==> src/rtl/qct_pkg.sv <==
`timescale 1ns / 1ps
// ----------------------------------------------------------------------------
// qct_pkg
// shared types, token codes and keyword tables for the query command tokenizer
// ----------------------------------------------------------------------------
package qct_pkg;

   localparam int KW_COUNT = 9;

   // token kinds
   localparam logic [3:0] TK_NAME      = 4'd9;
   localparam logic [3:0] TK_POINT     = 4'd10;
   localparam logic [3:0] TK_INTEGER   = 4'd11;
   localparam logic [3:0] TK_COMMA     = 4'd12;
   localparam logic [3:0] TK_SEMICOLON = 4'd13;
   localparam logic [3:0] TK_END       = 4'd14;
   localparam logic [3:0] TK_ERROR     = 4'd15;

   // error causes
   localparam logic [1:0] EC_NONE      = 2'd0;
   localparam logic [1:0] EC_BAD_CHAR  = 2'd1;
   localparam logic [1:0] EC_BAD_POINT = 2'd2;
   localparam logic [1:0] EC_TOO_LARGE = 2'd3;

   localparam int DEF_MAX_NAME_LEN = 32;
   localparam int DEF_NUMBER_BITS  = 32;

   typedef enum logic [3:0] {
      CL_ALPHA, CL_DIGIT, CL_UNDERSCORE, CL_SPACE, CL_LPAREN, CL_RPAREN,
      CL_COMMA, CL_SEMI, CL_PLUS, CL_MINUS, CL_OTHER
   } qct_class_type;

   typedef enum logic [2:0] {
      M_IDLE, M_WORD, M_NUMBER, M_POINT, M_ERROR
   } qct_mode_type;

   typedef enum logic [1:0] {
      B_SCAN, B_RUN_ADDR, B_RUN_EMIT
   } qct_back_state_type;

   typedef struct packed {
      logic [7:0]    ch;
      logic          eot;
      qct_class_type cls;
   } qct_item_type;

   typedef struct packed {
      logic [3:0]  kind;
      logic [1:0]  cause;
      logic [31:0] first;
      logic [31:0] second;
      logic [7:0]  name_char;
      logic        last;
   } qct_result_type;

   function automatic logic [3:0] kw_len(input logic [3:0] k);
      case (k)
         4'd0: kw_len = 4'd6;
         4'd1: kw_len = 4'd6;
         4'd2: kw_len = 4'd10;
         4'd3: kw_len = 4'd8;
         4'd4: kw_len = 4'd6;
         4'd5: kw_len = 4'd5;
         4'd6: kw_len = 4'd6;
         4'd7: kw_len = 4'd7;
         4'd8: kw_len = 4'd2;
         default: kw_len = 4'd0;
      endcase
   endfunction

   // lower-case keyword character at position p
   function automatic logic [7:0] kw_char(input logic [3:0] k, input logic [3:0] p);
      logic [79:0] s;
      case (k)
         4'd0: s = {"create", 32'h0};
         4'd1: s = {"insert", 32'h0};
         4'd2: s = {"print", "_tree"};
         4'd3: s = {"contains", 16'h0};
         4'd4: s = {"search", 32'h0};
         4'd5: s = {"where", 40'h0};
         4'd6: s = {"inside", 32'h0};
         4'd7: s = {"left_of", 24'h0};
         4'd8: s = {"nn", 64'h0};
         default: s = '0;
      endcase
      if (p < 4'd10) kw_char = s[79 - 8 * int'(p) -: 8];
      else kw_char = 8'h00;
   endfunction

endpackage

==> src/rtl/qct_ram.sv <==
`timescale 1ns / 1ps
// ----------------------------------------------------------------------------
// qct_ram
// generic single write port ram with registered read
// ----------------------------------------------------------------------------
module qct_ram #(
   parameter int WIDTH = 8,
   parameter int DEPTH = 32
) (
   input  logic                     clock,
   input  logic                     wr_en,
   input  logic [$clog2(DEPTH)-1:0] wr_addr,
   input  logic [WIDTH-1:0]         wr_data,
   input  logic [$clog2(DEPTH)-1:0] rd_addr,
   output logic [WIDTH-1:0]         rd_data
);
   logic [WIDTH-1:0] mem_ff [DEPTH];
   logic [WIDTH-1:0] rd_data_ff;

   always_ff @(posedge clock) begin
      if (wr_en) mem_ff[wr_addr] <= wr_data;
      rd_data_ff <= mem_ff[rd_addr];
   end

   assign rd_data = rd_data_ff;
endmodule

==> src/rtl/qct_front.sv <==
`timescale 1ns / 1ps
// ----------------------------------------------------------------------------
// qct_front
// accepts text bytes, classifies them and queues them for the scanner
// ----------------------------------------------------------------------------
module qct_front (
   input  logic                 clock,
   input  logic                 reset,
   input  logic                 req_valid,
   output logic                 req_ready,
   input  logic [7:0]           req_char_code,
   input  logic                 req_end_of_text,
   output logic                 head_valid,
   output qct_pkg::qct_item_type head,
   input  logic                 pop
);
   import qct_pkg::*;

   qct_item_type entry_ff [2];
   logic         wr_ptr_ff, wr_ptr_in;
   logic         rd_ptr_ff, rd_ptr_in;
   logic [1:0]   count_ff, count_in;
   qct_item_type item;
   logic         push;

   always_comb begin
      item.ch  = req_char_code;
      item.eot = req_end_of_text;
      case (req_char_code) inside
         [8'h61:8'h7A], [8'h41:8'h5A]: item.cls = CL_ALPHA;
         [8'h30:8'h39]:                item.cls = CL_DIGIT;
         8'h5F:                        item.cls = CL_UNDERSCORE;
         8'h20, [8'h09:8'h0D]:         item.cls = CL_SPACE;
         8'h28:                        item.cls = CL_LPAREN;
         8'h29:                        item.cls = CL_RPAREN;
         8'h2C:                        item.cls = CL_COMMA;
         8'h3B:                        item.cls = CL_SEMI;
         8'h2B:                        item.cls = CL_PLUS;
         8'h2D:                        item.cls = CL_MINUS;
         default:                      item.cls = CL_OTHER;
      endcase
   end

   assign req_ready  = (count_ff != 2'd2);
   assign push       = req_valid && req_ready;
   assign head_valid = (count_ff != 2'd0);
   assign head       = entry_ff[rd_ptr_ff];

   always_comb begin
      wr_ptr_in = wr_ptr_ff ^ push;
      rd_ptr_in = rd_ptr_ff ^ pop;
      count_in  = count_ff + 2'(push) - 2'(pop);
   end

   always_ff @(posedge clock) begin
      if (reset) begin
         wr_ptr_ff <= 1'b0;
         rd_ptr_ff <= 1'b0;
         count_ff  <= 2'd0;
      end else begin
         wr_ptr_ff <= wr_ptr_in;
         rd_ptr_ff <= rd_ptr_in;
         count_ff  <= count_in;
      end
   end

   always_ff @(posedge clock) begin
      if (push) entry_ff[wr_ptr_ff] <= item;
   end
endmodule

==> src/rtl/qct_back.sv <==
`timescale 1ns / 1ps
// ----------------------------------------------------------------------------
// qct_back
// scanner: word, number and point state machine, name run playback
// ----------------------------------------------------------------------------
module qct_back #(
   parameter int MAX_NAME_LEN = qct_pkg::DEF_MAX_NAME_LEN,
   parameter int NUMBER_BITS  = qct_pkg::DEF_NUMBER_BITS
) (
   input  logic                   clock,
   input  logic                   reset,
   input  logic                   head_valid,
   input  qct_pkg::qct_item_type  head,
   output logic                   pop,
   input  logic                   slot_free,
   output logic                   emit,
   output qct_pkg::qct_result_type res
);
   import qct_pkg::*;

   localparam int WL_W     = $clog2(MAX_NAME_LEN + 1);
   localparam int AW       = $clog2(MAX_NAME_LEN);
   localparam int EFF_BITS = (NUMBER_BITS > 32) ? 32 : NUMBER_BITS;
   localparam logic [35:0] POS_LIMIT = (36'd1 << (EFF_BITS - 1)) - 36'd1;

   qct_back_state_type state_ff, state_in;
   qct_mode_type       mode_ff, mode_in;
   logic [WL_W-1:0]    wl_ff, wl_in;
   logic [8:0]         match_ff, match_in;
   logic [31:0]        acc_ff, acc_in;
   logic               ovf_ff, ovf_in;
   logic [3:0]         phase_ff, phase_in;
   logic [1:0]         negf_ff, negf_in;
   logic [31:0]        xh_ff, xh_in;
   logic [AW-1:0]      run_idx_ff, run_idx_in;

   logic               wr_en;
   logic [7:0]         rd_data;

   logic               follow_empty, word_char, point_off, neg, closer, run_last;
   logic [2:0]         sub;
   logic [7:0]         lc;
   logic [WL_W-1:0]    wl_base;
   logic [8:0]         mask_add;
   logic               kw_found;
   logic [3:0]         kw_idx;
   logic [35:0]        acc_v, acc_lim;
   logic [3:0]         digit;
   logic [31:0]        signed_val;

   qct_ram #(.WIDTH(8), .DEPTH(MAX_NAME_LEN)) u_store (
      .clock   (clock),
      .wr_en   (wr_en),
      .wr_addr (wl_base[AW-1:0]),
      .wr_data (head.ch),
      .rd_addr (run_idx_ff),
      .rd_data (rd_data)
   );

   // per-byte helpers
   always_comb begin
      follow_empty = !head.eot && (head.cls inside {CL_ALPHA, CL_DIGIT, CL_LPAREN, CL_SPACE});
      word_char    = head.cls inside {CL_ALPHA, CL_DIGIT, CL_UNDERSCORE};
      lc           = (head.cls == CL_ALPHA) ? (head.ch | 8'h20) : head.ch;
      digit        = head.ch[3:0];
      wl_base      = (mode_ff == M_IDLE) ? '0 : wl_ff;
      mask_add     = (mode_ff == M_IDLE) ? 9'h1FF : match_ff;
      for (int k = 0; k < KW_COUNT; k++) begin
         if (wl_base >= WL_W'(kw_len(4'(k))) || lc != kw_char(4'(k), wl_base[3:0]))
            mask_add[k] = 1'b0;
      end
      kw_found = 1'b0;
      kw_idx   = 4'd0;
      for (int k = KW_COUNT - 1; k >= 0; k--) begin
         if (match_ff[k] && wl_ff == WL_W'(kw_len(4'(k)))) begin
            kw_found = 1'b1;
            kw_idx   = 4'(k);
         end
      end
      point_off  = (phase_ff >= 4'd5);
      sub        = 3'(phase_ff - (point_off ? 4'd5 : 4'd0));
      neg        = point_off ? negf_ff[1] : negf_ff[0];
      closer     = point_off ? (head.cls == CL_RPAREN) : (head.cls == CL_COMMA);
      acc_v      = ({4'b0, acc_ff} << 3) + ({4'b0, acc_ff} << 1) + 36'(digit);
      acc_lim    = POS_LIMIT + 36'((mode_ff == M_POINT) && neg);
      signed_val = neg ? (32'd0 - acc_ff) : acc_ff;
      run_last   = (WL_W'(run_idx_ff) == wl_ff - WL_W'(1));
   end

   always_comb begin
      state_in   = state_ff;
      mode_in    = mode_ff;
      wl_in      = wl_ff;
      match_in   = match_ff;
      acc_in     = acc_ff;
      ovf_in     = ovf_ff;
      phase_in   = phase_ff;
      negf_in    = negf_ff;
      xh_in      = xh_ff;
      run_idx_in = run_idx_ff;
      pop        = 1'b0;
      emit       = 1'b0;
      wr_en      = 1'b0;
      res        = '0;

      case (state_ff)
         B_SCAN: begin
            if (head_valid && slot_free) begin
               if (mode_ff == M_ERROR || (mode_ff == M_IDLE && head.eot)) begin
                  pop = 1'b1;
                  if (head.eot) begin
                     emit     = 1'b1;
                     res.kind = TK_END;
                     res.last = 1'b1;
                     mode_in  = M_IDLE;
                     wl_in    = '0;
                     match_in = 9'h1FF;
                     acc_in   = '0;
                     ovf_in   = 1'b0;
                     phase_in = '0;
                     negf_in  = '0;
                     xh_in    = '0;
                  end
               end else if (mode_ff == M_WORD && (head.eot || !word_char)) begin
                  // flush the word, the byte is handled again from idle
                  mode_in = M_IDLE;
                  if (kw_found) begin
                     emit     = 1'b1;
                     res.kind = kw_idx;
                     res.last = follow_empty;
                  end else begin
                     run_idx_in = '0;
                     state_in   = B_RUN_ADDR;
                  end
               end else if (mode_ff == M_NUMBER && (head.eot || head.cls != CL_DIGIT)) begin
                  emit = 1'b1;
                  if (ovf_ff) begin
                     res.kind  = TK_ERROR;
                     res.cause = EC_TOO_LARGE;
                     res.last  = !head.eot;
                     mode_in   = M_ERROR;
                     pop       = !head.eot;
                  end else begin
                     res.kind  = TK_INTEGER;
                     res.first = acc_ff;
                     res.last  = follow_empty;
                     mode_in   = M_IDLE;
                  end
               end else if (mode_ff == M_POINT && head.eot) begin
                  emit      = 1'b1;
                  res.kind  = TK_ERROR;
                  res.cause = EC_BAD_POINT;
                  mode_in   = M_ERROR;
               end else begin
                  pop = 1'b1;
                  case (mode_ff)
                     M_WORD: begin
                        if (wl_ff >= WL_W'(MAX_NAME_LEN)) begin
                           emit      = 1'b1;
                           res.kind  = TK_ERROR;
                           res.cause = EC_TOO_LARGE;
                           res.last  = 1'b1;
                           mode_in   = M_ERROR;
                        end else begin
                           wr_en    = 1'b1;
                           match_in = mask_add;
                           wl_in    = wl_ff + WL_W'(1);
                        end
                     end
                     M_NUMBER: begin
                        if (!ovf_ff) begin
                           if (acc_v > acc_lim) ovf_in = 1'b1;
                           else acc_in = acc_v[31:0];
                        end
                     end
                     M_POINT: begin
                        if (sub == 3'd0) begin
                           if (head.cls == CL_SPACE) begin
                              // skipped
                           end else if (head.cls == CL_PLUS || head.cls == CL_MINUS) begin
                              if (head.cls == CL_MINUS) begin
                                 if (point_off) negf_in[1] = 1'b1;
                                 else negf_in[0] = 1'b1;
                              end
                              phase_in = phase_ff + 4'd1;
                           end else if (head.cls == CL_DIGIT) begin
                              acc_in   = 32'(digit);
                              phase_in = phase_ff + ((digit == 4'd0) ? 4'd2 : 4'd3);
                           end else begin
                              emit      = 1'b1;
                              res.kind  = TK_ERROR;
                              res.cause = EC_BAD_POINT;
                              res.last  = 1'b1;
                              mode_in   = M_ERROR;
                           end
                        end else if (sub == 3'd1) begin
                           if (head.cls == CL_DIGIT && digit != 4'd0) begin
                              acc_in   = 32'(digit);
                              phase_in = phase_ff + 4'd2;
                           end else begin
                              emit      = 1'b1;
                              res.kind  = TK_ERROR;
                              res.cause = EC_BAD_POINT;
                              res.last  = 1'b1;
                              mode_in   = M_ERROR;
                           end
                        end else if (sub == 3'd3 && head.cls == CL_DIGIT) begin
                           if (!ovf_ff) begin
                              if (acc_v > acc_lim) ovf_in = 1'b1;
                              else acc_in = acc_v[31:0];
                           end
                        end else if (head.cls == CL_SPACE && sub <= 3'd4) begin
                           phase_in = point_off ? 4'd9 : 4'd4;
                        end else if (closer && sub <= 3'd4) begin
                           if (!point_off) begin
                              xh_in    = signed_val;
                              acc_in   = '0;
                              phase_in = 4'd5;
                           end else if (ovf_ff) begin
                              emit      = 1'b1;
                              res.kind  = TK_ERROR;
                              res.cause = EC_TOO_LARGE;
                              res.last  = 1'b1;
                              mode_in   = M_ERROR;
                           end else begin
                              emit       = 1'b1;
                              res.kind   = TK_POINT;
                              res.first  = xh_ff;
                              res.second = signed_val;
                              res.last   = 1'b1;
                              mode_in    = M_IDLE;
                           end
                        end else begin
                           emit      = 1'b1;
                           res.kind  = TK_ERROR;
                           res.cause = EC_BAD_POINT;
                           res.last  = 1'b1;
                           mode_in   = M_ERROR;
                        end
                     end
                     default: begin
                        case (head.cls)
                           CL_ALPHA: begin
                              mode_in  = M_WORD;
                              wr_en    = 1'b1;
                              match_in = mask_add;
                              wl_in    = WL_W'(1);
                           end
                           CL_DIGIT: begin
                              mode_in = M_NUMBER;
                              acc_in  = 32'(digit);
                              ovf_in  = 1'b0;
                           end
                           CL_LPAREN: begin
                              mode_in  = M_POINT;
                              phase_in = '0;
                              negf_in  = '0;
                              acc_in   = '0;
                              ovf_in   = 1'b0;
                           end
                           CL_SPACE: begin
                           end
                           CL_COMMA: begin
                              emit     = 1'b1;
                              res.kind = TK_COMMA;
                              res.last = 1'b1;
                           end
                           CL_SEMI: begin
                              emit     = 1'b1;
                              res.kind = TK_SEMICOLON;
                              res.last = 1'b1;
                           end
                           default: begin
                              emit      = 1'b1;
                              res.kind  = TK_ERROR;
                              res.cause = EC_BAD_CHAR;
                              res.last  = 1'b1;
                              mode_in   = M_ERROR;
                           end
                        endcase
                     end
                  endcase
               end
            end
         end
         B_RUN_ADDR: state_in = B_RUN_EMIT;
         B_RUN_EMIT: begin
            if (slot_free) begin
               emit          = 1'b1;
               res.kind      = TK_NAME;
               res.name_char = rd_data;
               res.last      = run_last && follow_empty;
               if (run_last) begin
                  state_in = B_SCAN;
               end else begin
                  run_idx_in = run_idx_ff + AW'(1);
                  state_in   = B_RUN_ADDR;
               end
            end
         end
         default: state_in = B_SCAN;
      endcase
   end

   always_ff @(posedge clock) begin
      if (reset) begin
         state_ff   <= B_SCAN;
         mode_ff    <= M_IDLE;
         wl_ff      <= '0;
         match_ff   <= 9'h1FF;
         acc_ff     <= '0;
         ovf_ff     <= 1'b0;
         phase_ff   <= '0;
         negf_ff    <= '0;
         xh_ff      <= '0;
         run_idx_ff <= '0;
      end else begin
         state_ff   <= state_in;
         mode_ff    <= mode_in;
         wl_ff      <= wl_in;
         match_ff   <= match_in;
         acc_ff     <= acc_in;
         ovf_ff     <= ovf_in;
         phase_ff   <= phase_in;
         negf_ff    <= negf_in;
         xh_ff      <= xh_in;
         run_idx_ff <= run_idx_in;
      end
   end
endmodule

==> src/rtl/query_command_tokenizer_core.sv <==
`timescale 1ns / 1ps
// ----------------------------------------------------------------------------
// query_command_tokenizer_core
// splits query text into keyword, name, integer, point and punctuation tokens
// ----------------------------------------------------------------------------
// channel  direction  transaction
// req_     in         one text byte or end-of-text marker
// rsp_     out        one token (or one character of a set name)
//
// a byte that gives at most one token is popped when the output register is free
// a byte that ends a word or an integer that fits stays queued until the flushed token is out
// a set name plays back from the word store, each character through an address state and then an emit state
// a two-entry queue lets the input side keep accepting while the scanner stalls
// the output register holds a finished token while the scanner moves on
// synchronous reset returns everything to idle; the word store is not cleared
// ----------------------------------------------------------------------------
module query_command_tokenizer_core #(
   parameter int MAX_NAME_LEN = qct_pkg::DEF_MAX_NAME_LEN,
   parameter int NUMBER_BITS  = qct_pkg::DEF_NUMBER_BITS
) (
   input  logic               clock,
   input  logic               reset,
   input  logic               req_valid,
   output logic               req_ready,
   input  logic [7:0]         req_char_code,
   input  logic               req_end_of_text,
   output logic               rsp_valid,
   input  logic               rsp_ready,
   output logic [3:0]         rsp_token_kind,
   output logic [1:0]         rsp_error_cause,
   output logic signed [31:0] rsp_first_number,
   output logic signed [31:0] rsp_second_number,
   output logic [7:0]         rsp_name_char,
   output logic               rsp_last_of_run
);
   import qct_pkg::*;

   qct_item_type   head;
   logic           head_valid, pop;
   logic           slot_free, emit;
   qct_result_type res;

   logic           rsp_valid_ff, rsp_valid_in;
   qct_result_type rsp_ff;

   // front: classify and queue
   qct_front u_front (
      .clock           (clock),
      .reset           (reset),
      .req_valid       (req_valid),
      .req_ready       (req_ready),
      .req_char_code   (req_char_code),
      .req_end_of_text (req_end_of_text),
      .head_valid      (head_valid),
      .head            (head),
      .pop             (pop)
   );

   // back: scanner
   qct_back #(
      .MAX_NAME_LEN (MAX_NAME_LEN),
      .NUMBER_BITS  (NUMBER_BITS)
   ) u_back (
      .clock      (clock),
      .reset      (reset),
      .head_valid (head_valid),
      .head       (head),
      .pop        (pop),
      .slot_free  (slot_free),
      .emit       (emit),
      .res        (res)
   );

   // output register frees when empty or being taken
   assign slot_free = !rsp_valid_ff || rsp_ready;

   always_comb begin
      rsp_valid_in = rsp_valid_ff;
      if (slot_free) rsp_valid_in = emit;
   end

   always_ff @(posedge clock) begin
      if (reset) rsp_valid_ff <= 1'b0;
      else rsp_valid_ff <= rsp_valid_in;
   end

   always_ff @(posedge clock) begin
      if (slot_free && emit) rsp_ff <= res;
   end

   assign rsp_valid         = rsp_valid_ff;
   assign rsp_token_kind    = rsp_ff.kind;
   assign rsp_error_cause   = rsp_ff.cause;
   assign rsp_first_number  = rsp_ff.first;
   assign rsp_second_number = rsp_ff.second;
   assign rsp_name_char     = rsp_ff.name_char;
   assign rsp_last_of_run   = rsp_ff.last;

   // error tokens always carry a cause, other tokens never do
   a_cause: assert property (@(posedge clock) disable iff (reset)
      rsp_valid |-> ((rsp_token_kind == TK_ERROR) == (rsp_error_cause != EC_NONE)))
      else $error("error cause does not match token kind");

   // only point tokens carry a second number
   a_second: assert property (@(posedge clock) disable iff (reset)
      rsp_valid && rsp_token_kind != TK_POINT |-> rsp_second_number == 32'sd0)
      else $error("second number set outside a point token");

   // only name tokens carry a character
   a_char: assert property (@(posedge clock) disable iff (reset)
      rsp_valid && rsp_token_kind != TK_NAME |-> rsp_name_char == 8'h00)
      else $error("name character set outside a name token");

   // end token always closes its run
   a_end: assert property (@(posedge clock) disable iff (reset)
      rsp_valid && rsp_token_kind == TK_END |-> rsp_last_of_run)
      else $error("end token not marked last");
endmodule

==> config.mk <==
export PLATFORM = sky130hd
export DESIGN_NAME = query_command_tokenizer_core
export DESIGN_NICKNAME = d
export VERILOG_FILES = /design/src/rtl/qct_pkg.sv /design/src/rtl/qct_ram.sv /design/src/rtl/qct_front.sv /design/src/rtl/qct_back.sv /design/src/rtl/query_command_tokenizer_core.sv
export SDC_FILE = /design/constraint.sdc
export NUM_CORES = 1
export LEC_CHECK = 0
export BUFFER_PORTS_ARGS = -buffer_cell sky130_fd_sc_hd__buf_2
export CORE_MARGIN = 2
export CORE_UTILIZATION = 30
export CTS_BUF_LIST = sky130_fd_sc_hd__clkbuf_8
export DETAILED_ROUTE_END_ITERATION = 10
export PLACE_DENSITY_LB_ADDON = 0.25
export RECOVER_POWER = 50
export SYNTH_ARGS = -nofsm -noshare
export SYNTH_HDL_FRONTEND = slang
export SYNTH_HIERARCHICAL = 1
export SYNTH_SLANG_ARGS = --single-unit
==> constraint.sdc <==
create_clock -name clock -period 11.64 [get_ports clock]
set_input_delay 1.746 -clock clock [delete_from_list [all_inputs] [get_ports clock]]
set_output_delay 1.746 -clock clock [all_outputs]
set_load 0.02 [all_outputs]
==> summary.md <==
| Metric | Value |
|---|---|
| Fin Hold WS | `approximately 0.45 ns` |
| Avg WL per Cell | `21.1 um` |
| Multiplexer fraction of the synthesized cell area | `0.0942` |
| Failing checks | `capacitance limit, slew limit` |
| Hold-fix buffers, CTS | `0` |
| Overall die area | `86800 sq um` |
| Root Driver | `sky130_fd_sc_hd__clkbuf_8` |
| Inserted Clock Buffers | `79` |
| End of the worst register-to-register path | `u_back/acc_ff[25]$_SDFFE_PP0P_` |
| ANT nets after route | `0` |
| Total number of clock tree sinks | `470` |
| Share of synthesized area occupied by flip-flops and latches | `0.514` |
| Overflow left after global routing | `0` |
| Synth Area in Adders | `0.0586` |
| Worst Reg2Reg Path Length in Cells | `20` |
| Gpl congestion | `around 0.88` |
| Port Buf Inserts | `93` |
| Routed length on met3 | `around 4400 um` |
| Total met2 wirelength after detailed routing | `~33000 um` |
| Power, Total | `5.26 mW` |
| Vias after detailed routing | `about 19000` |
| Power density normalized to cell area | `186 nW/um^2` |
| Worst-path cell chain | `mux2_2 > clkbuf_1 > ha_1 > ha_1 > fa_1 > a211oi_1 > o21ai_1 > o21ai_2 > a211oi_1 > o21a_1 > nor2_1 > ha_1 > and4_1 > a221oi_1 > a21bo_2 > o211ai_1 > o211ai_1 > nor4_2 > buf_4 > mux2i_1` |
| Initial antenna violation count | `3` |
| Post-synth EDFFs | `361` |
| Worst-path fanout max | `roughly 50` |
| Synth Warn # | `6` |
| Synthesized-area fraction occupied by ao, oa, aoi and oai cells | `0.134` |
| Core box area | `between 80000 and 90000 sq um` |
| CTS tree | `done` |
| Reg-to-reg startpoint | `u_front/rd_ptr_ff$_SDFF_PP0_` |
| Pre-antenna DRT Iters | `6` |
| Static Leak | `slightly below 10 nW` |
| Status | `finished, violations left` |
| Pins over their slew limit | `384` |
| Drt total wl | `73300 um` |
| Die Width | `295 um` |
| Pin slew with the least headroom to its limit | `approximately 3.3 ns` |
| CTS clk-pin slew, worst paths | `0.06 ns` |
| Ratio of cells with drive above 1 in the final layout | `0.118` |
| Hold endpoint | `u_back/xh_ff[20]$_SDFFE_PP0P_` |
| Overall routing resource usage | `0.168` |
| Setup ws final | `3.52 ns` |
| Source of the critical timing path | `u_front/rd_ptr_ff$_SDFF_PP0_` |
| Largest incremental delay on the critical path | `1.68 ns` |
| Area fraction in and, or, nand and nor cells after synthesis | `0.139` |
| Flip-flop cell with the highest count after synthesis | `sky130_fd_sc_hd__edfxtp_1` |
| Post-Syn Nets | `2327` |
| Sum of negative setup slack | `0 ns` |
| Critical Path Start Type | `register` |
| Reg-to-reg slack, setup | `3.52 ns` |
| Number of maximum-capacitance violations | `8` |
| Largest net degree at the start of global routing | `65` |
| Critical path endpoint category | `register` |
| Setup bufs post-CTS | `0` |
| H-tree depth | `3` |
| Crit path arrival time | `8.71 ns` |
| Initial standard-cell utilization of the core | `0.303` |
| Wire length of the first global-routing pass | `roughly 110000 um` |
| CP max-delay cell | `sky130_fd_sc_hd__clkbuf_1` |
| DRT iter0 DRCs | `1511` |
| Fraction of synthesized cell area in xor and xnor cells | `0.0294` |
| # rows | `106` |
| Number of distinct standard cells referenced by the synthesized netlist | `100` |
| Maximum achievable frequency | `about 0.12 GHz` |
| PostCTS Resize Cnt | `0` |
| Worst-case setup slack after placement | `4.60 ns` |
| Crit Path Class | `reg -> reg` |
| Slew HR | `-1.22` |
| Most prevalent standard cell on the critical path | `sky130_fd_sc_hd__ha_1` |
| Synthesized instance count | `2198` |
| Worst EP required | `12.23 ns` |
| Most frequent standard cell in the layout excluding fill and tap cells | `sky130_fd_sc_hd__edfxtp_1` |
| Met1 wire length | `33600 um` |
| Top layer used by detailed routing | `met5` |
| DRC | `0` |
| Worst hold start | `u_back/xh_ff[20]$_SDFFE_PP0P_` |
| Post-synthesis instance area | `25300 sq um` |
| Synth-to-Final Area Change | `11.6%` |
| Final Hold Violating Endpoints | `0` |
| IO Pins | `94` |
| Share of the core filled with cells in the final layout | `0.338` |
| Clock tree buffer depth | `3` |
| Min Tclk post-route | `around 8 ns` |
| Via/cell ratio | `5.37` |
| Height of the chip | `295 um` |
| Clock latency on the worst-skew pair | `0.69 ns` |
| Layout net count | `between 2000 and 2500` |
| Proportion of register bits with asynchronous set or reset after synthesis | `0` |
| Combinational family with the most area after synthesis | `simple AND/OR/NAND/NOR gates` |
| Synth Register Bits | `470` |
| Portion of the clock cycle consumed by the worst path in the final layout | `0.697` |
| Clock skew | `0.0324 ns` |
| RSZ-0062 raised after global routing | `no` |
| Number of global-route vias before repair | `18400` |
| Total setup violations reported at the end of the flow | `0` |
| Placed wire-length estimate | `50700 um` |
| Most used cells in the layout excluding fill and tap cells | `sky130_fd_sc_hd__edfxtp_1 (361), sky130_fd_sc_hd__nor2_1 (216), sky130_fd_sc_hd__a21oi_1 (166)` |
| Hold path cells | `2` |
| Fill count | `8402` |
| Worst Hold Class | `reg -> reg` |
| Syn_area_per_cell | `11.5 sq um` |
| IR Drop Worst-Case VDD | `114 uV` |
[cells by family after synthesis]
kind of cell	Yosys count
compound gates	510
xor+xnor	85
fa+ha+maj	117
buf+inv	178
flops	470
mux	136
simple gates	702
[through the flow]
step | instances | cell area [sq um]
floorplan | 2198 | 25300
global placement | 3322 | 26900
detailed placement | 3322 | 26900
CTS | 3468 | 28500
global route | 3469 | 28300
finish | 3469 | 28300
[flip-flops by register name (all words and copies together) (netlist names), 3 cells and up]
| signal | flops |
|---|---|
| rsp_second_number | 32 |
| u_back/mode_ff | 3 |
| rsp_first_number | 32 |
| u_back/run_idx_ff | 5 |
| u_front/entry_ff | 26 |
| rsp_token_kind | 4 |
| u_back/wl_ff | 6 |
| u_back/phase_ff | 4 |
| rsp_name_char | 8 |
| u_back/u_store/mem_ff | 256 |
| u_back/match_ff | 9 |
| u_back/u_store/rd_data | 8 |
| u_back/xh_ff | 32 |
| u_back/acc_ff | 32 |
[synthesized netlist by cell type (27+ instances only)]
| library cell | instances | area share |
|---|---|---|
| sky130_fd_sc_hd__a22o_1 | 30 | 0.010 |
| sky130_fd_sc_hd__buf_2 | 27 | 0.0053 |
| sky130_fd_sc_hd__nand2_1 | 155 | 0.023 |
| sky130_fd_sc_hd__nor2_1 | 217 | 0.032 |
| sky130_fd_sc_hd__clkbuf_1 | 75 | 0.011 |
| sky130_fd_sc_hd__ha_1 | 113 | 0.056 |
| sky130_fd_sc_hd__dfxtp_1 | 109 | 0.086 |
| sky130_fd_sc_hd__edfxtp_1 | 361 | 0.43 |
| sky130_fd_sc_hd__nor3_1 | 67 | 0.013 |
| sky130_fd_sc_hd__xor2_1 | 31 | 0.011 |
| sky130_fd_sc_hd__mux4_2 | 80 | 0.071 |
| sky130_fd_sc_hd__or3_1 | 36 | 0.0089 |
| sky130_fd_sc_hd__nand3_1 | 40 | 0.0079 |
| sky130_fd_sc_hd__mux2i_1 | 35 | 0.014 |
| sky130_fd_sc_hd__inv_1 | 47 | 0.0070 |
| sky130_fd_sc_hd__xnor2_1 | 54 | 0.019 |
| sky130_fd_sc_hd__a21oi_1 | 166 | 0.033 |
| sky130_fd_sc_hd__o21ai_0 | 80 | 0.016 |
[layer usage]
metal / GRT usage / vias up
met5: 0 / -
met4: 0.0540 / 4
met3: 0.0309 / 126
met2: 0.264 / 601
met1: 0.233 / 9327
li1: - / 8584
[cell type report]
class                   count  area, sq um  area share
multi-input cells        1550        11500       0.407
inverters                  49          184     0.00650
diodes                      1         2.50   0.0000885
flip-flops and latches    470        13000       0.460
clock buffers              88         1210      0.0428
well taps                1134         1420      0.0502
clock inverters            58          418      0.0148
repair buffers            119          518      0.0183
[worst max-delay path by stage]
stage / endpoint / depth (start not counted)
detailed placement: u_back/acc_ff[25]$_SDFFE_PP0P_ / 19
global route: u_back/acc_ff[25]$_SDFFE_PP0P_ / 22
floorplan: u_back/acc_ff[10]$_SDFFE_PP0P_ / 21
global placement: u_back/acc_ff[20]$_SDFFE_PP0P_ / 19
CTS: u_back/acc_ff[25]$_SDFFE_PP0P_ / 19
finish: u_back/acc_ff[25]$_SDFFE_PP0P_ / 20
[critical path: cells and delay by family (launching register included)]
kind	cells	cell delay (ns)
AOI/OAI and AO/OA	9	2.80
buffers and inverters	2	2.11
adders and majority gates	4	1.16
DFF	1	0.73
and+or+nand+nor	3	0.64
muxes	2	0.52
[power breakdown]
group	total, mW	internal [mW]	switching, mW
logic	1.46	0.369	1.10
clock network	1.52	0.800	0.718
registers	2.28	2.16	0.113
total	5.26	3.33	1.93
No activity file was read; power rests on OpenSTA's default activity.
